### src/rtl/level_bar_fall_and_peak_hold_macros.svh
// Assertion macros for the level meter.
`ifndef LEVEL_BAR_FALL_AND_PEAK_HOLD_MACROS_SVH
`define LEVEL_BAR_FALL_AND_PEAK_HOLD_MACROS_SVH

// Checks that a condition holds in the same cycle as its trigger.
`define LBFPH_ASSERT_SAME(label, clk, rstn, trig, cond) \
    label: assert property (@(posedge clk) disable iff (!rstn) (trig) |-> (cond)) \
        else $error("level meter check failed in the same cycle");

// Checks that a condition holds in the cycle after its trigger.
`define LBFPH_ASSERT_NEXT(label, clk, rstn, trig, cond) \
    label: assert property (@(posedge clk) disable iff (!rstn) (trig) |=> (cond)) \
        else $error("level meter check failed one cycle later");

`endif

### src/rtl/lbfph_pkg.sv
package lbfph_pkg;

    localparam int TIMER_BITS = 16;
    localparam int CMP_BITS   = (TIMER_BITS > 16) ? TIMER_BITS : 16;

    localparam int LED_W      = 8;
    localparam int PCT_W      = 8;
    localparam int PCT_CLAMP_W = 7;
    localparam int PROD_W     = LED_W + PCT_CLAMP_W;
    localparam int STEP_W     = 8;
    localparam int HOLD_W     = 16;
    localparam int DIV_W      = 3;
    localparam int CFG_IDX_W  = 2;
    localparam int CFG_DATA_W = 16;
    localparam int OUT_DATA_W = 24;

    localparam logic [PCT_CLAMP_W-1:0] PERCENT_MAX = 7'd100;

    // floor(x / 100) == (x * 5243) >> 19 for every x below 2^15.
    localparam int            RECIP_W   = 13;
    localparam logic [RECIP_W-1:0] RECIP_100 = 13'd5243;
    localparam int            RECIP_SHIFT = 19;

    localparam logic [DIV_W-1:0] FALL_DIVIDE = 3'd5;

    localparam logic [LED_W-1:0]  LED_COUNT_RESET     = 8'd10;
    localparam logic [STEP_W-1:0] FALL_STEP_RESET     = 8'd5;
    localparam logic [HOLD_W-1:0] PEAK_HOLD_RESET     = 16'd250;
    localparam logic [HOLD_W-1:0] PEAK_INTERVAL_RESET = 16'd500;

    typedef enum logic {
        REQ_TICK  = 1'b0,
        REQ_LEVEL = 1'b1
    } req_type_t;

    typedef enum logic [CFG_IDX_W-1:0] {
        CFG_LED_COUNT    = 2'd0,
        CFG_FALL_STEP_MS = 2'd1,
        CFG_PEAK_HOLD_MS = 2'd2
    } cfg_index_t;

endpackage

### src/rtl/level_bar_fall_and_peak_hold.sv
// An accepted input transaction reaches its result through the s1, s2 and output registers.
// Throughput: one transaction per cycle while m_axis_tready does not stall the output; scaling
// is split over two stages (product, then reciprocal multiply) ahead of the state update stage.
// Reset (aresetn low, synchronous) empties the pipeline, loads the register
// defaults and clears the meter state, with the peak interval at 500 ms.
`include "level_bar_fall_and_peak_hold_macros.svh"

module level_bar_fall_and_peak_hold import lbfph_pkg::*; (
    input  logic                  aclk,
    input  logic                  aresetn,

    input  logic                  cfg_we,
    input  logic [CFG_IDX_W-1:0]  cfg_index,
    input  logic [CFG_DATA_W-1:0] cfg_wdata,

    input  logic                  s_axis_tvalid,
    output logic                  s_axis_tready,
    input  logic [PCT_W-1:0]      s_axis_tdata,   // [7:0] level_percent
    input  logic                  s_axis_tuser,   // [0] req_type

    output logic                  m_axis_tvalid,
    input  logic                  m_axis_tready,
    output logic [OUT_DATA_W-1:0] m_axis_tdata    // [7:0] bar_length, [15:8] peak_level,
                                                  // [16] falling, [23:17] zero
);

    logic [LED_W-1:0]  led_count_reg;
    logic [STEP_W-1:0] fall_step_reg;
    logic [HOLD_W-1:0] peak_hold_reg;

    logic                 s1_valid_reg;
    req_type_t            s1_type_reg;
    logic [PROD_W-1:0]    s1_prod_reg;
    logic                 s2_valid_reg;
    req_type_t            s2_type_reg;
    logic [LED_W-1:0]     s2_bar_reg;
    logic                 out_valid_reg;
    logic [LED_W-1:0]     out_bar_reg;
    logic [LED_W-1:0]     out_peak_reg;
    logic                 out_fall_reg;

    logic [LED_W-1:0]      bar_reg, bar_next;
    logic [LED_W-1:0]      peak_reg, peak_next;
    logic                  anim_active_reg, anim_active_next;
    logic [LED_W-1:0]      anim_position_reg, anim_position_next;
    logic [LED_W-1:0]      anim_start_reg, anim_start_next;
    logic [LED_W-1:0]      anim_target_reg, anim_target_next;
    logic [DIV_W-1:0]      step_divider_reg, step_divider_next;
    logic [HOLD_W-1:0]     peak_interval_reg, peak_interval_next;
    logic [TIMER_BITS-1:0] anim_timer_reg, anim_timer_next;
    logic [TIMER_BITS-1:0] peak_timer_reg, peak_timer_next;

    logic out_ready, s2_ready, s1_ready, s2_fire;
    logic [PCT_CLAMP_W-1:0] pct_clamped;
    logic [PROD_W+RECIP_W-1:0] quot_full;
    logic [HOLD_W+1:0] interval_x3;

    assign out_ready     = !out_valid_reg || m_axis_tready;
    assign s2_ready      = !s2_valid_reg || out_ready;
    assign s1_ready      = !s1_valid_reg || s2_ready;
    assign s_axis_tready = s1_ready;
    assign s2_fire       = s2_valid_reg && out_ready;

    assign pct_clamped = (s_axis_tdata > PCT_W'(PERCENT_MAX)) ? PERCENT_MAX
                                                              : s_axis_tdata[PCT_CLAMP_W-1:0];
    assign quot_full   = PROD_W'(s1_prod_reg) * RECIP_100;

    assign m_axis_tvalid = out_valid_reg;
    assign m_axis_tdata  = {{(OUT_DATA_W-2*LED_W-1){1'b0}}, out_fall_reg, out_peak_reg,
                            out_bar_reg};

    always_comb begin
        logic [LED_W-1:0]      bar_in;
        logic                  start;
        logic [LED_W-1:0]      target1, start1, pos;
        logic [DIV_W-1:0]      div;
        logic                  act;
        logic [TIMER_BITS-1:0] atimer;
        logic [LED_W-1:0]      bar_out;
        logic [LED_W-1:0]      pk;
        logic [HOLD_W-1:0]     intv;
        logic [TIMER_BITS-1:0] ptimer;

        bar_in = anim_active_reg ? bar_reg : s2_bar_reg;
        start  = !anim_active_reg && (bar_in < bar_reg);
        act     = anim_active_reg || start;
        target1 = start ? bar_in : anim_target_reg;
        start1  = start ? bar_reg : anim_start_reg;
        pos     = start ? bar_reg : anim_position_reg;
        atimer  = start ? '0 : anim_timer_reg;
        div     = step_divider_reg;
        interval_x3 = {2'b00, peak_interval_reg} + {1'b0, peak_interval_reg, 1'b0};

        if (act && (CMP_BITS'(atimer) > CMP_BITS'(fall_step_reg))) begin
            if ((target1 < start1) && ((div == '0) || (div == FALL_DIVIDE))) begin
                pos = pos - 1'b1;
                div = '0;
            end
            div = div + 1'b1;
            if (pos == target1) begin
                act = 1'b0;
            end
            atimer = '0;
        end
        bar_out = act ? pos : bar_in;

        pk     = peak_reg;
        intv   = peak_interval_reg;
        ptimer = peak_timer_reg;
        if ((CMP_BITS'(ptimer) > CMP_BITS'(intv)) && (pk > LED_W'(1))) begin
            intv   = interval_x3[HOLD_W+1:2];
            pk     = pk - 1'b1;
            ptimer = '0;
        end
        if (pk <= bar_out) begin
            pk   = bar_out;
            intv = peak_hold_reg;
        end

        if (s2_type_reg == REQ_LEVEL) begin
            bar_next           = bar_out;
            peak_next          = pk;
            anim_active_next   = act;
            anim_position_next = pos;
            anim_start_next    = start1;
            anim_target_next   = target1;
            step_divider_next  = div;
            peak_interval_next = intv;
            anim_timer_next    = atimer;
            peak_timer_next    = ptimer;
        end else begin
            bar_next           = bar_reg;
            peak_next          = peak_reg;
            anim_active_next   = anim_active_reg;
            anim_position_next = anim_position_reg;
            anim_start_next    = anim_start_reg;
            anim_target_next   = anim_target_reg;
            step_divider_next  = step_divider_reg;
            peak_interval_next = peak_interval_reg;
            anim_timer_next    = (&anim_timer_reg) ? anim_timer_reg : anim_timer_reg + 1'b1;
            peak_timer_next    = (&peak_timer_reg) ? peak_timer_reg : peak_timer_reg + 1'b1;
        end
    end

    always_ff @(posedge aclk) begin
        if (!aresetn) begin
            led_count_reg <= LED_COUNT_RESET;
            fall_step_reg <= FALL_STEP_RESET;
            peak_hold_reg <= PEAK_HOLD_RESET;
        end else if (cfg_we) begin
            unique case (cfg_index)
                CFG_LED_COUNT:    led_count_reg <= cfg_wdata[LED_W-1:0];
                CFG_FALL_STEP_MS: fall_step_reg <= cfg_wdata[STEP_W-1:0];
                CFG_PEAK_HOLD_MS: peak_hold_reg <= cfg_wdata[HOLD_W-1:0];
                default: ;
            endcase
        end
    end

    always_ff @(posedge aclk) begin
        if (!aresetn) begin
            s1_valid_reg  <= 1'b0;
            s2_valid_reg  <= 1'b0;
            out_valid_reg <= 1'b0;
        end else begin
            if (s1_ready) begin
                s1_valid_reg <= s_axis_tvalid;
            end
            if (s2_ready) begin
                s2_valid_reg <= s1_valid_reg;
            end
            if (out_ready) begin
                out_valid_reg <= s2_valid_reg;
            end
        end
    end

    always_ff @(posedge aclk) begin
        if (s1_ready && s_axis_tvalid) begin
            s1_type_reg <= req_type_t'(s_axis_tuser);
            s1_prod_reg <= led_count_reg * pct_clamped;
        end
        if (s2_ready && s1_valid_reg) begin
            s2_type_reg <= s1_type_reg;
            s2_bar_reg  <= quot_full[RECIP_SHIFT +: LED_W];
        end
        if (s2_fire) begin
            out_bar_reg  <= bar_next;
            out_peak_reg <= peak_next;
            out_fall_reg <= anim_active_next;
        end
    end

    always_ff @(posedge aclk) begin
        if (!aresetn) begin
            bar_reg           <= '0;
            peak_reg          <= '0;
            anim_active_reg   <= 1'b0;
            anim_position_reg <= '0;
            anim_start_reg    <= '0;
            anim_target_reg   <= '0;
            step_divider_reg  <= '0;
            peak_interval_reg <= PEAK_INTERVAL_RESET;
            anim_timer_reg    <= '0;
            peak_timer_reg    <= '0;
        end else if (s2_fire) begin
            bar_reg           <= bar_next;
            peak_reg          <= peak_next;
            anim_active_reg   <= anim_active_next;
            anim_position_reg <= anim_position_next;
            anim_start_reg    <= anim_start_next;
            anim_target_reg   <= anim_target_next;
            step_divider_reg  <= step_divider_next;
            peak_interval_reg <= peak_interval_next;
            anim_timer_reg    <= anim_timer_next;
            peak_timer_reg    <= peak_timer_next;
        end
    end

    // While a fall runs, its position lies strictly above the target and at or below its start.
    `LBFPH_ASSERT_SAME(a_fall_above_target, aclk, aresetn, anim_active_reg,
        (anim_position_reg > anim_target_reg) && (anim_position_reg <= anim_start_reg))
    // The peak marker never sits below the bar.
    `LBFPH_ASSERT_SAME(a_peak_over_bar, aclk, aresetn, 1'b1, peak_reg >= bar_reg)
    // A result taken while nothing advances leaves the output stage empty.
    `LBFPH_ASSERT_NEXT(a_out_drains, aclk, aresetn,
        m_axis_tvalid && m_axis_tready && !s2_valid_reg, !m_axis_tvalid)

endmodule
### config.mk
export PLATFORM = sky130hd
export DESIGN_NAME = level_bar_fall_and_peak_hold
export DESIGN_NICKNAME = d
export VERILOG_FILES = /design/src/rtl/lbfph_pkg.sv /design/src/rtl/level_bar_fall_and_peak_hold.sv
export VERILOG_INCLUDE_DIRS = /design/src /design/src/rtl
export SDC_FILE = /design/constraint.sdc
export NUM_CORES = 1
export LEC_CHECK = 0
export BUFFER_PORTS_ARGS = -buffer_cell sky130_fd_sc_hd__buf_4
export CORE_MARGIN = 3
export CORE_UTILIZATION = 43
export CTS_CLUSTER_SIZE = 28
export DETAILED_ROUTE_END_ITERATION = 16
export PLACE_DENSITY = 0.61
export SLEW_MARGIN = 20
export SYNTH_ARGS = -nofsm -noshare
export SYNTH_HDL_FRONTEND = slang
export SYNTH_SLANG_ARGS = --single-unit
### constraint.sdc
create_clock -name aclk -period 8.6 [get_ports aclk]
set_input_delay 1.72 -clock aclk [delete_from_list [all_inputs] [get_ports aclk]]
set_output_delay 1.72 -clock aclk [all_outputs]
set_load 0.01 [all_outputs]
==> results of run 1 <==
area by class of cell:
type	instances	area [µm²]	area share, %
clock buffers	17	425	2.59
clock inverters	15	170	1.04
inverters	213	800	4.87
multi-input cells	1263	10100	61.6
flip-flops and latches	169	3800	23.2
well taps	448	561	3.42
repair buffers	71	546	3.32
cell usage in the layout (no fill, tap or decap), types with 7 or more instances in the layout:
master	n
sky130_fd_sc_hd__a211oi_1	21
sky130_fd_sc_hd__a21o_1	8
sky130_fd_sc_hd__a21oi_1	122
sky130_fd_sc_hd__a31oi_1	11
sky130_fd_sc_hd__and2_1	23
sky130_fd_sc_hd__and3_1	24
sky130_fd_sc_hd__buf_4	70
sky130_fd_sc_hd__clkbuf_16	17
sky130_fd_sc_hd__conb_1	7
sky130_fd_sc_hd__dfxtp_1	126
sky130_fd_sc_hd__edfxtp_1	42
sky130_fd_sc_hd__fa_1	98
sky130_fd_sc_hd__ha_1	198
sky130_fd_sc_hd__inv_1	212
sky130_fd_sc_hd__mux2_2	10
sky130_fd_sc_hd__mux2i_1	38
sky130_fd_sc_hd__nand2_1	166
sky130_fd_sc_hd__nand2b_1	9
sky130_fd_sc_hd__nand3_1	47
sky130_fd_sc_hd__nand3b_1	7
sky130_fd_sc_hd__nand4_1	16
sky130_fd_sc_hd__nor2_1	144
sky130_fd_sc_hd__nor2b_1	12
sky130_fd_sc_hd__nor3_1	27
sky130_fd_sc_hd__o211ai_1	10
sky130_fd_sc_hd__o21a_1	10
sky130_fd_sc_hd__o21ai_0	58
sky130_fd_sc_hd__o221ai_1	10
sky130_fd_sc_hd__or2_2	11
sky130_fd_sc_hd__or3_1	7
sky130_fd_sc_hd__xnor2_1	49
sky130_fd_sc_hd__xor2_1	31
through the flow:
stage / cell area [µm²] / hold slack, ps / worst slack, ps
after floorplan: 15000 / 400 / 478
after global placement: 15800 / 414 / 744
after detailed placement: 15800 / 414 / 394
after CTS: 16400 / 433 / 319
after global routing: 16400 / 446 / 173
final: 16400 / 431 / 748
cells by family (layout without fill, tap and decap cells):
family	after synthesis	in the layout	synth area share (%)
AO/OA/AOI/OAI	311	312	13.1
XOR/XNOR	80	80	4.68
adder cells (fa/ha/maj)	296	296	29.7
buffers and inverters	291	316	7.57
flip-flops	169	169	25.4
multiplexers	48	48	3.30
other	1	7	0.0251
AND/OR/NAND/NOR	520	520	16.2
layer usage:
metal | vias to the layer above | global-route usage (%) | wire length, µm
li1 | 5899 | - | -
met5 | - | 0 | 0
met2 | 273 | 31.3 | 16100
met3 | 48 | 2.71 | 1530
met1 | 5645 | 28.1 | 17300
met4 | 0 | 5.97 | 779
report_power, final:
| group | switching, µW | leakage, µW | total, µW | internal, µW |
|---|---|---|---|---|
| Sequential | 80.2 | 0.00143 | 1010 | 928 |
| Clock | 393 | 0.000294 | 789 | 396 |
| Combinational | 1690 | 0.00570 | 3040 | 1350 |
| Total | 2160 | 0.00743 | 4840 | 2670 |
what timing repair did:
action | CTS | global route
resized for setup | 0 | 2
endpoints found under the setup margin | 0 | 27
hold buffers | 0 | 0
path summary, 6_finish.rpt:
kind                   startpoint               endpoint
hold reg to reg       s1_type_reg            s2_type_reg
hold / removal        s1_type_reg            s2_type_reg
setup / recovery  anim_active_reg  peak_interval_reg[15]
setup reg to reg  anim_active_reg  peak_interval_reg[15]
critical path, cell delays in order, from the launching register on:
cell	delay, ps
sky130_fd_sc_hd__dfxtp_2	580
sky130_fd_sc_hd__mux2_2	440
sky130_fd_sc_hd__ha_1	340
sky130_fd_sc_hd__and3_1	220
sky130_fd_sc_hd__a221oi_2	470
sky130_fd_sc_hd__o21bai_2	390
sky130_fd_sc_hd__and2_1	290
sky130_fd_sc_hd__ha_1	280
sky130_fd_sc_hd__nor2b_1	120
sky130_fd_sc_hd__o211ai_1	90
sky130_fd_sc_hd__a211oi_1	360
sky130_fd_sc_hd__o21ai_0	130
sky130_fd_sc_hd__a32o_1	400
sky130_fd_sc_hd__a2111o_1	410
sky130_fd_sc_hd__o21ai_2	330
sky130_fd_sc_hd__buf_4	230
sky130_fd_sc_hd__mux2_2	400
sky130_fd_sc_hd__ha_1	330
sky130_fd_sc_hd__o21a_1	120
sky130_fd_sc_hd__o21ai_0	60
sky130_fd_sc_hd__a21oi_1	300
sky130_fd_sc_hd__o31a_1	450
sky130_fd_sc_hd__nand2_1	170
sky130_fd_sc_hd__nand2_1	240
sky130_fd_sc_hd__a2111oi_0	110
sky130_fd_sc_hd__a2111oi_0	420
==> qor.log, run 1 <==
qor: critical_path.worstSetupStartpointType flop
qor: synthesis.synth_async_sr_flop_share 0%
qor: placed_design.buffer_ports.inserted 50
qor: power_and_ir_drop.sum_of_internal_switching_and_leakage_power 4840 µW
qor: synthesis.post-synth-top-count-cell sky130_fd_sc_hd__inv_1
qor: critical_path.critPathArrivalTime 8160 ps
qor: critical_path.crit_path_end_kind flop
qor: finish.syn_to_final_growth 9.69%
qor: power_and_ir_drop.power_density 295 nW/µm²
qor: critical_path.worst-path-max-fanout 20
qor: power_and_ir_drop.p_leak 0.00743 µW
qor: clock_tree.clockBufferDepth 2
qor: job.maxCapViolCount 0
qor: synthesis.yosys-top-cells-area sky130_fd_sc_hd__dfxtp_1 (17%), sky130_fd_sc_hd__ha_1 (17%), sky130_fd_sc_hd__fa_1 (13%)
qor: global_route.overflow 0
qor: timing.fin_skew 23.1 ps
qor: synthesis.netlist_top_cells_count sky130_fd_sc_hd__inv_1 (212), sky130_fd_sc_hd__ha_1 (198), sky130_fd_sc_hd__nand2_1 (166)
qor: synthesis.ys_flop_type sky130_fd_sc_hd__dfxtp_1
qor: clock_tree.post-cts-setup-buffers 0
qor: route.initialDrtViolationCount 779
qor: power_and_ir_drop.max-vdd-ir-drop 256 µV
qor: route.drt_first_pass_iters 5
qor: placed_design.total_instance_count_after_detailed_placement 2163
qor: worst_hold_path.holdPathStages 0
qor: global_route.first_global_vias 11500
qor: finish.post_route_cells_drive_above_1_share 8.01%
qor: critical_path.setup.worst_path.class reg -> reg
qor: synthesis.yosysTopAreaCell sky130_fd_sc_hd__dfxtp_1
qor: global_route.antenna_violations_before_repair 0
qor: clock_tree.tritoncts done
qor: finish.final-instance-count-excl-fill 2196
qor: timing.timing_hold_violations_final 0
qor: timing.fmaxAchievable 127 MHz
qor: worst_hold_path.worstHoldPathType reg -> reg
qor: global_route.grt_usage 19.8%
qor: route.routed_via_count_divided_by_cell_count 5.40
qor: die.floorplan.io_pins 58
qor: synthesis.ys_types 71
qor: timing.fin_crit_period 7850 ps
qor: die.die_y 193 µm
qor: clock_tree.worst_skew_pair.late_latency 450 ps
qor: finish.diodes 0
qor: timing.timing.max_slew.rel_slack 29.3%
qor: clock_tree.clk_pin_slew 80 ps
qor: timing.slew_viol_final 0
qor: finish.number_of_filler_instances_in_the_final_layout 3221
qor: critical_path.required 8910 ps
qor: timing.final.period_utilization 91.3%
qor: synthesis.yosysTopAreaCellShare 17.0%
qor: synthesis.number_of_storage_elements_in_the_synthesis_netlist 169
qor: timing.worst-slew-pin-transition 1060 ps
qor: die.coreArea 34000 µm²
qor: synthesis.syn_inst 1716
qor: placed_design.dp_hpwl 27500 µm
qor: timing.setup-violations-final 0
qor: clock_tree.numClockSinks 169
qor: die.floorplan.rows 67
qor: run_status.run_status finished clean
qor: finish.layout.core_utilization 48.3%
qor: synthesis.synth.cell_area 15000 µm²
qor: critical_path.worst-r2r-setup-slack 750 ps
qor: clock_tree.cts_htree_levels 4
qor: route.wirelength 35600 µm
qor: timing.final.setup.tns 0 ps
qor: die.die_x 193 µm
qor: route.drc 0
qor: die.start_util 44.1%
qor: synthesis.post_synth.cell_area_avg 8.72 µm²
qor: route.num_vias 11900
qor: route.post_route_antenna_net_violation_count 0
qor: global_route.first_pass_grt_wire_length 59000 µm
qor: clock_tree.tritoncts.num_buffers 17
qor: placed_design.gpl.final_weighted_congestion 0.923
qor: synthesis.synth.yosys.warnings 0
qor: global_route.largest_net_degree_at_the_start_of_global_routing 78
qor: timing.rsz_0062_raised_after_global_routing false
qor: finish.fin_nets 2063
qor: clock_tree.cts.root.buffer_cell sky130_fd_sc_hd__clkbuf_16
qor: synthesis.synth_seq_area_share 25.4%
qor: route.avgRoutedWirePerCell 16.2 µm
qor: critical_path.timing.reg2reg.worst_path_depth 25
qor: synthesis.synth_enable_flop_cells 42
qor: die.die_ar 37100 µm²
Note: power is estimated with default switching activity, not from simulation.
==> inputs of run 2 (changes only) <==
--- a/config.mk
+++ b/config.mk
@@ -7,10 +7,12 @@
 export NUM_CORES = 1
 export LEC_CHECK = 0
 export BUFFER_PORTS_ARGS = -buffer_cell sky130_fd_sc_hd__buf_4
+export CAP_MARGIN = 40
 export CORE_MARGIN = 3
 export CORE_UTILIZATION = 43
 export CTS_CLUSTER_SIZE = 28
 export DETAILED_ROUTE_END_ITERATION = 16
+export GPL_TIMING_DRIVEN = 0
 export PLACE_DENSITY = 0.61
 export SLEW_MARGIN = 20
 export SYNTH_ARGS = -nofsm -noshare
==> qor.log, run 2 (same netlist as run 1, synthesis figures left out) <==
qor: run_status.run_status finished clean
qor: critical_path.critPathArrivalTime 8370 ps
qor: worst_hold_path.worstHoldPathType reg -> reg
qor: placed_design.placement.cell_area 15900 µm²
qor: critical_path.endpoint peak_interval_reg[15]
qor: global_route.largest_net_degree_at_the_start_of_global_routing 24
qor: timing.fin_crit_period 8060 ps
qor: clock_tree.clk_pin_slew 70 ps
qor: critical_path.worstSetupStartpointType flop
qor: finish.most-common-layout-cells sky130_fd_sc_hd__inv_1 (212), sky130_fd_sc_hd__ha_1 (198), sky130_fd_sc_hd__nand2_1 (165)
qor: global_route.first_pass_grt_wire_length 61500 µm
qor: power_and_ir_drop.max-vdd-ir-drop 281 µV
qor: critical_path.critical_path.slowest_cell sky130_fd_sc_hd__o31a_2
qor: critical_path.max_stage_delay 450 ps
qor: global_route.grt_usage 20.9%
qor: clock_tree.cts_htree_levels 4
qor: timing.fin_skew 16.6 ps
qor: critical_path.worst-r2r-setup-slack 540 ps
qor: placed_design.gpl.final_weighted_congestion 0.936
qor: die.die_y 193 µm
qor: route.drt_first_pass_iters 7
qor: finish.post-route-cell-area 16700 µm²
qor: finish.post_route_cells_drive_above_1_share 8.34%
qor: die.start_util 44.1%
qor: critical_path.crit_path_end_kind flop
qor: timing.final.period_utilization 93.7%
qor: finish.mostFrequentLayoutCell sky130_fd_sc_hd__inv_1
qor: clock_tree.tritoncts.num_buffers 17
qor: placed_design.dp_hpwl 30200 µm
qor: clock_tree.tritoncts done
qor: route.avgRoutedWirePerCell 16.6 µm
qor: power_and_ir_drop.p_leak 0.00752 µW
qor: route.num_vias 12100
qor: clock_tree.cts.root.buffer_cell sky130_fd_sc_hd__clkbuf_16
qor: critical_path.cp-startpoint anim_active_reg
qor: placed_design.detailedPlace.worstSlack -2310 ps
qor: finish.number_of_filler_instances_in_the_final_layout 3250
qor: route.post_route_antenna_net_violation_count 0
qor: finish.multiInputGateArea 10100 µm²
qor: power_and_ir_drop.power_density 291 nW/µm²
qor: timing.setup_ws_post_layout 539 ps
qor: finish.fin_nets 2126
qor: critical_path.r2r-end peak_interval_reg[15]
qor: global_route.first_global_vias 11900
qor: finish.sequential_cell_area 3800 µm²
qor: critical_path.regToRegStartpoint anim_active_reg
qor: global_route.overflow 0
qor: worst_hold_path.worstHoldStart s1_type_reg
qor: timing.setup-violations-final 0
qor: power_and_ir_drop.sum_of_internal_switching_and_leakage_power 4850 µW
qor: placed_design.buffer_ports.inserted 50
qor: route.initialDrtViolationCount 911
qor: route.drc 0
qor: critical_path.required 8900 ps
qor: timing.rsz_0062_raised_after_global_routing false
qor: die.floorplan.rows 67
qor: critical_path.setup.worst_path.class reg -> reg
qor: clock_tree.worst_skew_pair.late_latency 450 ps
qor: timing.fmaxAchievable 124 MHz
qor: die.floorplan.io_pins 58
qor: timing.timing_hold_violations_final 0
qor: finish.layout.core_utilization 49.1%
qor: critical_path.worst-path-max-fanout 19
qor: finish.diodes 0
qor: die.coreArea 34000 µm²
qor: die.die_x 193 µm
qor: route.routed_via_count_divided_by_cell_count 5.36
qor: global_route.antenna_violations_before_repair 0
qor: finish.syn_to_final_growth 11.4%
qor: critical_path.timing.reg2reg.worst_path_depth 34
qor: job.maxCapViolCount 0
qor: die.die_ar 37100 µm²
qor: timing.slew_viol_final 0
qor: timing.timing.max_slew.rel_slack 45.6%
qor: clock_tree.clockBufferDepth 2
qor: timing.final.setup.tns 0 ps
qor: clock_tree.numClockSinks 169
qor: critical_path.crit_path_frequent_cell sky130_fd_sc_hd__a21oi_1
qor: timing.worst-slew-pin-transition 815 ps
qor: route.wirelength 37500 µm
[run 2: changes by cell type in the layout (fill, tap and decap cells not counted), moves of 5 or more]
cell                       change
sky130_fd_sc_hd__inv_8         -5
sky130_fd_sc_hd__clkbuf_1     +50
sky130_fd_sc_hd__clkbuf_4      +5
sky130_fd_sc_hd__clkbuf_2      +5
[run 2: final cells by class]
cell class / count / area share [%]
plain buffers: 76 / 2.17
clock buffers: 19 / 2.66
clock inverters: 13 / 0.721
inverters: 213 / 4.80
well taps: 448 / 3.36
multi-input cells: 1262 / 60.8
repair buffers: 59 / 2.67
flip-flops and latches: 169 / 22.8
[run 2: worst max-delay path, delay by kind of cell, from the launching register on]
family	cells	cell delay, ps
AND/OR/NAND/NOR	8	1420
buffers and inverters	7	1580
AO/OA/AOI/OAI	14	2940
flip-flops	1	310
multiplexers	2	690
adder cells (fa/ha/maj)	3	940
[run 2: what timing repair did]
item | in CTS | in global routing
endpoints found under the setup margin | 32 | 32
setup buffers | 3 | 3
hold buffers | 0 | 0
gates resized for setup | 20 | 21
pin swaps | 1 | 1
[run 2: worst min-delay path by stage]
stage | end | cells after the start
floorplan | s2_type_reg | 0
global placement | s2_type_reg | 0
detailed placement | s2_type_reg | 0
CTS | s2_type_reg | 0
global route | s2_type_reg | 0
finish | s2_type_reg | 0
[run 2: routing by layer]
layer	vias to the layer above	GRT usage, %	wire length, µm
li1	6011	-	-
met1	5769	30.7	18700
met2	283	32.6	16500
met3	49	2.69	1610
met4	0	5.24	661
met5	-	0	0
[run 2: where the power goes]
group	total [µW]	switching (µW)	internal, µW
sequential	1000	72.5	928
clock	756	348	408
combinational	3090	1730	1360
total	4850	2150	2700
[run 2: through the flow]
stage                     hold slack, ps  instances
after floorplan                      400       1722
after global placement               405       2220
after detailed placement             407       2223
after CTS                            433       2257
after global routing                 458       2259
final                                426       2259
==> inputs of run 3 (changes only) <==
--- a/config.mk
+++ b/config.mk
@@ -8,12 +8,14 @@
 export LEC_CHECK = 0
 export BUFFER_PORTS_ARGS = -buffer_cell sky130_fd_sc_hd__buf_4
 export CAP_MARGIN = 40
+export CELL_PAD_IN_SITES_DETAIL_PLACEMENT = 0
+export CELL_PAD_IN_SITES_GLOBAL_PLACEMENT = 1
 export CORE_MARGIN = 3
 export CORE_UTILIZATION = 43
 export CTS_CLUSTER_SIZE = 28
 export DETAILED_ROUTE_END_ITERATION = 16
 export GPL_TIMING_DRIVEN = 0
-export PLACE_DENSITY = 0.61
+export PLACE_DENSITY = 0.76
 export SLEW_MARGIN = 20
 export SYNTH_ARGS = -nofsm -noshare
 export SYNTH_HDL_FRONTEND = slang
==> qor.log, run 3 (same netlist as run 1, synthesis figures left out) <==
qor: route.drc 0
qor: global_route.first_pass_grt_wire_length 62700 µm
qor: placed_design.dp_hpwl 30500 µm
qor: finish.syn_to_final_growth 11.2%
qor: clock_tree.numClockSinks 169
qor: timing.final.hold.worst_slack 423 ps
qor: placed_design.gpl.final_weighted_congestion 0.907
qor: finish.layout.core_utilization 49.0%
qor: die.die_x 193 µm
qor: critical_path.setup.worst_path.class reg -> reg
qor: clock_tree.clk_pin_slew 70 ps
qor: critical_path.timing.reg2reg.worst_path_depth 34
qor: timing.fin_skew 16.2 ps
qor: die.floorplan.rows 67
qor: timing.worst-slew-pin-transition 808 ps
qor: critical_path.worst-path-max-fanout 19
qor: die.start_util 44.1%
qor: finish.diodes 0
qor: global_route.overflow 0
qor: clock_tree.tritoncts.num_buffers 17
qor: critical_path.critPathArrivalTime 8380 ps
qor: placed_design.total_instance_count_after_detailed_placement 2223
qor: worst_hold_path.worstHoldPathType reg -> reg
qor: global_route.first_global_vias 11900
qor: power_and_ir_drop.max-vdd-ir-drop 285 µV
qor: route.num_vias 12000
qor: die.die_y 193 µm
qor: finish.fin_nets 2121
qor: finish.final-instance-count-excl-fill 2254
qor: die.floorplan.io_pins 58
qor: timing.final.setup.tns 0 ps
qor: route.post_route_antenna_net_violation_count 0
qor: run_status.run_status finished clean
qor: global_route.largest_net_degree_at_the_start_of_global_routing 24
qor: die.die_ar 37100 µm²
qor: finish.post_route_cells_drive_above_1_share 8.03%
qor: critical_path.regToRegStartpoint anim_active_reg
qor: route.avgRoutedWirePerCell 16.9 µm
qor: timing.timing_hold_violations_final 0
qor: timing.final.period_utilization 94.0%
qor: clock_tree.clockBufferDepth 2
qor: timing.timing.max_slew.rel_slack 46.1%
qor: global_route.grt_usage 21.4%
qor: critical_path.max_stage_delay 450 ps
qor: timing.rsz_0062_raised_after_global_routing false
qor: route.initialDrtViolationCount 652
qor: critical_path.crit_path_end_kind flop
qor: timing.fmaxAchievable 124 MHz
qor: global_route.antenna_violations_before_repair 0
qor: timing.fin_crit_period 8090 ps
qor: clock_tree.worst_skew_pair.late_latency 450 ps
qor: route.routed_via_count_divided_by_cell_count 5.34
qor: finish.number_of_filler_instances_in_the_final_layout 3221
qor: route.wirelength 38200 µm
qor: critical_path.required 8890 ps
qor: critical_path.cp-startpoint anim_active_reg
qor: finish.most-common-layout-cells sky130_fd_sc_hd__inv_1 (212), sky130_fd_sc_hd__ha_1 (198), sky130_fd_sc_hd__nand2_1 (165)
qor: placed_design.buffer_ports.inserted 50
qor: clock_tree.cts.root.buffer_cell sky130_fd_sc_hd__clkbuf_16
qor: die.coreArea 34000 µm²
qor: clock_tree.cts_htree_levels 4
qor: finish.mostFrequentLayoutCell sky130_fd_sc_hd__inv_1
qor: route.drt_first_pass_iters 5
qor: timing.slew_viol_final 0
qor: finish.post-route-cell-area 16600 µm²
qor: critical_path.critical_path.slowest_cell sky130_fd_sc_hd__o31a_2
qor: power_and_ir_drop.power_density 291 nW/µm²
qor: critical_path.worst-r2r-setup-slack 510 ps
qor: critical_path.worstSetupStartpointType flop
qor: timing.setup-violations-final 0
qor: critical_path.endpoint peak_reg[0]
qor: clock_tree.tritoncts done
qor: placed_design.placement.cell_area 15900 µm²
qor: critical_path.r2r-end peak_reg[0]
qor: power_and_ir_drop.p_leak 0.00749 µW
qor: job.maxCapViolCount 0
==> run 3: cell types whose count changed in the layout (fill, tap and decap cells not counted) <==
cell / previous run / this run
sky130_fd_sc_hd__inv_4: 0 / 1
sky130_fd_sc_hd__mux2i_4: 1 / 3
sky130_fd_sc_hd__buf_4: 66 / 61
sky130_fd_sc_hd__inv_6: 2 / 1
sky130_fd_sc_hd__clkbuf_2: 5 / 4
sky130_fd_sc_hd__buf_6: 3 / 4
sky130_fd_sc_hd__clkbuf_8: 1 / 2
sky130_fd_sc_hd__mux2i_2: 2 / 0
sky130_fd_sc_hd__clkinv_1: 2 / 1
sky130_fd_sc_hd__clkbuf_1: 50 / 52
sky130_fd_sc_hd__clkinvlp_4: 2 / 3
sky130_fd_sc_hd__clkinv_4: 5 / 2
==> run 3: final cells by class <==
| cell class | instances | area, µm² | share of cell area [%] |
|---|---|---|---|
| Inverter | 213 | 800 | 4.80 |
| Tap cell | 448 | 561 | 3.37 |
| Buffer | 76 | 368 | 2.21 |
| Sequential cell | 169 | 3800 | 22.9 |
| Clock inverter | 10 | 95.1 | 0.571 |
| Clock buffer | 22 | 464 | 2.79 |
| Timing Repair Buffer | 54 | 407 | 2.44 |
| Multi-Input combinational cell | 1262 | 10100 | 61.0 |
==> run 3: worst min-delay path by stage <==
| stage | from | to | slack, ps | cells past startpoint |
|---|---|---|---|---|
| floorplan | s1_type_reg | s2_type_reg | 400 | 0 |
| global placement | s1_type_reg | s2_type_reg | 410 | 0 |
| detailed placement | s1_type_reg | s2_type_reg | 410 | 0 |
| CTS | s1_type_reg | s2_type_reg | 420 | 0 |
| global route | s1_type_reg | s2_type_reg | 440 | 0 |
| finish | s1_type_reg | s2_type_reg | 420 | 0 |
==> run 3: power by group <==
group | total, µW | switching [µW] | internal (µW)
Combinational | 3090 | 1740 | 1360
Clock | 754 | 339 | 415
Sequential | 1000 | 72.5 | 928
Total | 4850 | 2150 | 2700
==> run 3: per-stage QoR <==
stage / worst slack (ps) / power (µW)
2_1_floorplan: 478 / 3270
3_3_place_gp: -2340 / 3990
3_5_place_dp: -2310 / 4040
4_1_cts: 32.7 / 4870
5_1_grt: 79.0 / 5400
6_report: 513 / 4850
==> run 3: timing repair <==
item | 4_1_cts | 5_1_grt
gates resized for setup | 24 | 22
setup buffers | 1 | 0
pin swaps | 1 | 0
hold buffers | 0 | 0
endpoints found under the setup margin | 32 | 32
==> run 3: worst max-delay path: cells and delay by family (launching register included) <==
kind	cells	cell delay, ps
adders and majority gates	3	960
buffers and inverters	7	1570
AOI/OAI and AO/OA	15	3050
and+or+nand+nor	6	1060
muxes	2	790
DFF	1	300
xor gates and xnor gates	1	190
==> run 3: routing by layer <==
metal / vias to the layer above / global-route usage (%) / part of all wire [%]
met3: 46 / 2.80 / 4.3
li1: 5999 / - / -
met4: 0 / 4.90 / 1.6
met5: - / 0 / 0
met2: 285 / 33.0 / 44
met1: 5713 / 31.8 / 50
